==> config.mk <==
export PLATFORM = sky130hd
export DESIGN_NAME = bfei_regs
export DESIGN_NICKNAME = d
export VERILOG_FILES = /design/src/bfei_pkg.sv /design/src/bfei_regs.sv
export SDC_FILE = /design/constraint.sdc
export NUM_CORES = 1
export LEC_CHECK = 0
export BUFFER_PORTS_ARGS = -buffer_cell sky130_fd_sc_hd__buf_4
export CORE_ASPECT_RATIO = 0.9
export CORE_MARGIN = 4
export CORE_UTILIZATION = 36
export DETAILED_ROUTE_END_ITERATION = 10
export PLACE_DENSITY = 0.9
export SETUP_SLACK_MARGIN = 0.1
export SLEW_MARGIN = 20
export SYNTH_ARGS = -nofsm -noshare
export SYNTH_HDL_FRONTEND = slang
export SYNTH_SLANG_ARGS = --single-unit
export TNS_END_PERCENT = 50
==> constraint.sdc <==
create_clock -name clk_i -period 1.3 [get_ports clk_i]
set_input_delay 0.39 -clock clk_i [delete_from_list [all_inputs] [get_ports clk_i]]
set_output_delay 0.39 -clock clk_i [all_outputs]
set_load 0.02 [all_outputs]
==> src/bfei_pkg.sv <==
// bfei_pkg: shared types and constants for the bit field extract / insert core
// no dependencies; used by every file under src
`default_nettype none

package bfei_pkg;

  // fixed widths of the request and response fields
  localparam int unsigned OFFSET_W = 13;
  localparam int unsigned LEN_W    = 7;
  localparam int unsigned VALUE_W  = 64;
  localparam int unsigned START_W  = 14;   // base plus offset, no wrap
  localparam int unsigned END_W    = 15;   // start plus length
  localparam int unsigned WIN_W    = 72;   // up to nine bytes of one field
  localparam int unsigned CNT_W    = 4;    // byte counters, 0 to 9
  localparam int unsigned SHAMT_W  = 7;    // shift amount into the window
  localparam int unsigned MAX_ADDR_W = 16; // byte address for the largest store

  // configuration port
  localparam int unsigned PADDR_W = 3;
  localparam int unsigned PDATA_W = 32;
  localparam logic        REG_BASE_BIT = 1'b0;

  // request opcodes
  localparam logic OP_READ  = 1'b0;
  localparam logic OP_WRITE = 1'b1;

  // response status
  localparam logic STS_DONE    = 1'b0;
  localparam logic STS_PAST_END = 1'b1;

  typedef struct packed {
    logic                opcode;
    logic [OFFSET_W-1:0] bit_offset;
    logic [LEN_W-1:0]    field_length;
    logic [VALUE_W-1:0]  write_value;
  } req_t;

  typedef struct packed {
    logic [VALUE_W-1:0] read_value;
    logic               status;
  } rsp_t;

  // one read port and one write port into the byte store
  typedef struct packed {
    logic                  re;
    logic [MAX_ADDR_W-1:0] raddr;
    logic                  we;
    logic [MAX_ADDR_W-1:0] waddr;
    logic [7:0]            wdata;
  } mem_req_t;

  typedef enum logic [2:0] {
    ST_CLEAR,
    ST_IDLE,
    ST_SETUP,
    ST_ACCESS,
    ST_DONE
  } state_e;

endpackage

`default_nettype wire

==> src/bfei_regs.sv <==
// bfei_regs: apb-style configuration register holding the base bit position
// depends on bfei_pkg for port widths and register index
`default_nettype none

module bfei_regs (
  input  wire logic                           clk_i,
  input  wire logic                           rst_ni,
  input  wire logic                           psel,
  input  wire logic                           penable,
  input  wire logic                           pwrite,
  input  wire logic [bfei_pkg::PADDR_W-1:0]   paddr,
  input  wire logic [bfei_pkg::PDATA_W-1:0]   pwdata,
  output logic      [bfei_pkg::PDATA_W-1:0]   prdata,
  output logic                                pready,
  output logic      [bfei_pkg::OFFSET_W-1:0]  base_bit_o
);

  logic [bfei_pkg::OFFSET_W-1:0] base_q, base_d;
  logic                          wr_en;

  // word index sits above the byte lanes
  assign wr_en = psel && penable && pwrite && (paddr[2] == bfei_pkg::REG_BASE_BIT);

  always_comb begin
    base_d = base_q;
    if (wr_en) begin
      base_d = pwdata[bfei_pkg::OFFSET_W-1:0];
    end
  end

  always_ff @(posedge clk_i or negedge rst_ni) begin
    if (!rst_ni) begin
      base_q <= '0;
    end else begin
      base_q <= base_d;
    end
  end

  always_comb begin
    prdata = '0;
    if (paddr[2] == bfei_pkg::REG_BASE_BIT) begin
      prdata = {{(bfei_pkg::PDATA_W - bfei_pkg::OFFSET_W){1'b0}}, base_q};
    end
  end

  assign pready     = 1'b1;
  assign base_bit_o = base_q;

endmodule

`default_nettype wire

==> impl_summary.log <==
[metrics] status: finished with violations
[metrics] number of buffers inserted by port buffering: 44
[metrics] max-cap violation count: 0
[metrics] clock tree root buffer cell: sky130_fd_sc_hd__clkbuf_4
[metrics] startpoint kind of the worst setup timing path: flip-flop
[metrics] NumNets Final: 168
[metrics] Largest register FFs: 13
[metrics] Crit path required time: 910 ps
[metrics] overflow left after global routing: 0
[metrics] final worst-path setup slack: -65.2 ps
[metrics] power share of the sequential group: 0.301
[metrics] violations in the final reports: negative setup slack
[metrics] Peak supply drop: 1.00 mV
[metrics] via count of the first global-routing pass: 695
[metrics] proportion of power drawn by combinational gates: 0.569
[metrics] largest fanout on the critical path: 3
[metrics] violation count after the first detailed-route iteration: 8
[metrics] syn avg cell area: 12.4 sq um
[metrics] switching power total: 0.000653 W
[metrics] Via-to-Cell Ratio: 4.14
[metrics] switching share of power: 0.346
[metrics] element type at the critical path end: primary output
[metrics] Std-Cell Core Area: 0.00201 sq mm
[metrics] minimum period implied by the final worst setup slack: 1370 ps
[metrics] wire length of the first global-routing pass: 3.51 mm
[metrics] fraction of layout instances using a drive strength above 1: 0.701
[metrics] count of nets left with antenna violations after detail routing: 0
[metrics] Final HPWL DP: 1.57 mm
[metrics] WP data arrival: 980 ps
[metrics] highest-count cells in the layout ignoring fill and taps: sky130_fd_sc_hd__buf_4 (33), sky130_fd_sc_hd__buf_6 (27), sky130_fd_sc_hd__conb_1 (20)
[metrics] internal power contribution: 0.00123 W
[metrics] row cnt: 15
[metrics] share of the yosys chip area belonging to registers: 0.411
[metrics] Cells after Synth: 64
[metrics] clock network power share: 0.131
[metrics] clock transition at the registers of the reported paths: 80 ps
[metrics] Power Total: 0.00188 W
[metrics] Syn. warnings: 0
[metrics] kind of path behind the tightest hold check: in -> reg
[metrics] Power Density: 1320 mW/mm^2
[metrics] floorplan die width: 57.4 um
[metrics] Synth Cell Area: 791 sq um
[metrics] Slew Viols, Final: 0
[metrics] Antenna diodes: 0
[metrics] share of the clock period used by the worst path after layout: 1.05
[metrics] overall track demand over capacity in global routing: 0.160
[metrics] CTS tree: built
[metrics] Yosys reg bits: 13
[metrics] maximum number of pins on one net before global-route repair: 14
[metrics] leakage power total: 0.789 nW
[metrics] routed wire length per instance: 15.6 um
[metrics] Total Die Area: 0.00301 sq mm
[metrics] number of hold violations in the final report: 0
[metrics] antenna violations before repair: 0
[metrics] Initial Utilization: 0.394
[metrics] count of endpoints failing setup in the final report: 21
[metrics] last weighted congestion value of the routability-driven placer: 0.711
[metrics] number of clock sinks: 13
[metrics] number of remaining DRC errors: 0
[metrics] clk_skew: 0 ps
[metrics] # fillers: 140
[metrics] die extent in y: 52.5 um
[metrics] sum of negative setup slack: -525 ps
[metrics] P&R area growth vs syn: 80.5%
[metrics] clock latency of the later-clocked register in the worst-skew pair: 270 ps
[metrics] number of I/O pins: 86
[metrics] most frequent standard cell in the layout excluding fill and tap cells: sky130_fd_sc_hd__buf_4
[metrics] H-tree depth: 1
[metrics] achievable frequency: 732 MHz
[metrics] type of the setup path with the least slack: reg -> out
[metrics] count of distinct cell types in the synthesized netlist: 10
[metrics] maximum buffer depth of the clock tree: 2
[metrics] sum of routed wire length over all layers: 2.38 mm
[metrics] count of vias placed by the detailed router: 629
[metrics] Detailed Routing Iterations Pass 1: 4
[metrics] clock buffer count from CTS: 3
[metrics] unrepaired setup endpoints after global routing: yes
-- synthesized netlist by cell type --
master / instances / share of area
sky130_fd_sc_hd__nor2b_1: 10 / 0.079
sky130_fd_sc_hd__mux2_2: 3 / 0.043
sky130_fd_sc_hd__buf_6: 1 / 0.014
sky130_fd_sc_hd__clkbuf_1: 1 / 0.0047
sky130_fd_sc_hd__buf_4: 20 / 0.19
sky130_fd_sc_hd__conb_1: 2 / 0.0095
sky130_fd_sc_hd__dfrtp_1: 13 / 0.41
sky130_fd_sc_hd__and2b_1: 3 / 0.028
sky130_fd_sc_hd__mux2_4: 10 / 0.19
sky130_fd_sc_hd__nand4b_4: 1 / 0.030
-- kinds of logic (layout without fill, tap and decap cells) --
kind of cell | count (synthesis) | count (layout) | share of synthesized area
DFF | 13 | 13 | 0.411
buffers and inverters | 22 | 67 | 0.209
and+or+nand+nor | 14 | 14 | 0.138
muxes | 13 | 13 | 0.233
other | 2 | 20 | 0.00950
-- per-layer routing --
layer  up-vias  GRT usage  share of wire
met2        37      0.340           0.62
li1        290          -              -
met4         0     0.0232         0.0072
met1       300      0.143           0.30
met5         -          0              0
met3         2     0.0591          0.075
-- critical path: stages, from the launching register on --
cell                      delay, ps
sky130_fd_sc_hd__dfrtp_1        400
sky130_fd_sc_hd__and2b_1        180
sky130_fd_sc_hd__buf_6          130
-- power groups by stage --
stage / registers [W] / logic [W] / clock network, W
4_1_cts: 0.000555 / 0.000998 / 0.000255
5_1_grt: 0.000577 / 0.00112 / 0.000288
3_3_place_gp: 0.000562 / 0.000731 / 0
6_report: 0.000567 / 0.00107 / 0.000246
3_5_place_dp: 0.000573 / 0.000746 / 0
2_1_floorplan: 0.000668 / 0.000361 / 0
-- stage by stage --
step	cell area, sq um	setup slack [ps]	instances	util	hold WS [ps]
finish	1430	-65.2	152	0.711	338
global placement	1130	-10.1	133	0.565	239
CTS	1380	-68.8	148	0.687	330
floorplan	885	66.1	82	-	94.4
global route	1430	-135	152	0.711	314
detailed placement	1130	-32.8	133	0.565	245
-- final timing paths --
path                                  endpoint  depth (start not counted)            from  slack [ps]
worst max-delay path                prdata[10]                          2  base_bit_o[10]         -70
worst min-delay path            base_bit_o[11]                          2      pwdata[11]         340
worst max register to register   base_bit_o[4]                          3   base_bit_o[4]         260
worst min register to register  base_bit_o[12]                          1  base_bit_o[12]         540
max in group asynchronous        base_bit_o[0]                          2          rst_ni         640
min in group asynchronous        base_bit_o[4]                          2          rst_ni         500
-- layout make-up --
| cell class | count | area (sq um) | share of cell area |
|---|---|---|---|
| multi-input combinational | 47 | 443 | 0.310 |
| tap | 25 | 31.3 | 0.0219 |
| clock buffer | 4 | 26.3 | 0.0184 |
| timing repair buffer | 63 | 602 | 0.422 |
| sequential | 13 | 325 | 0.228 |
-- timing repair --
item	CTS	global route
resized for setup	32	5
buffers inserted	10	4
setup endpoints to repair	26	26
endpoints found under the hold margin	13	0
hold buffers	1	0
(Power assumes the default switching activity.)
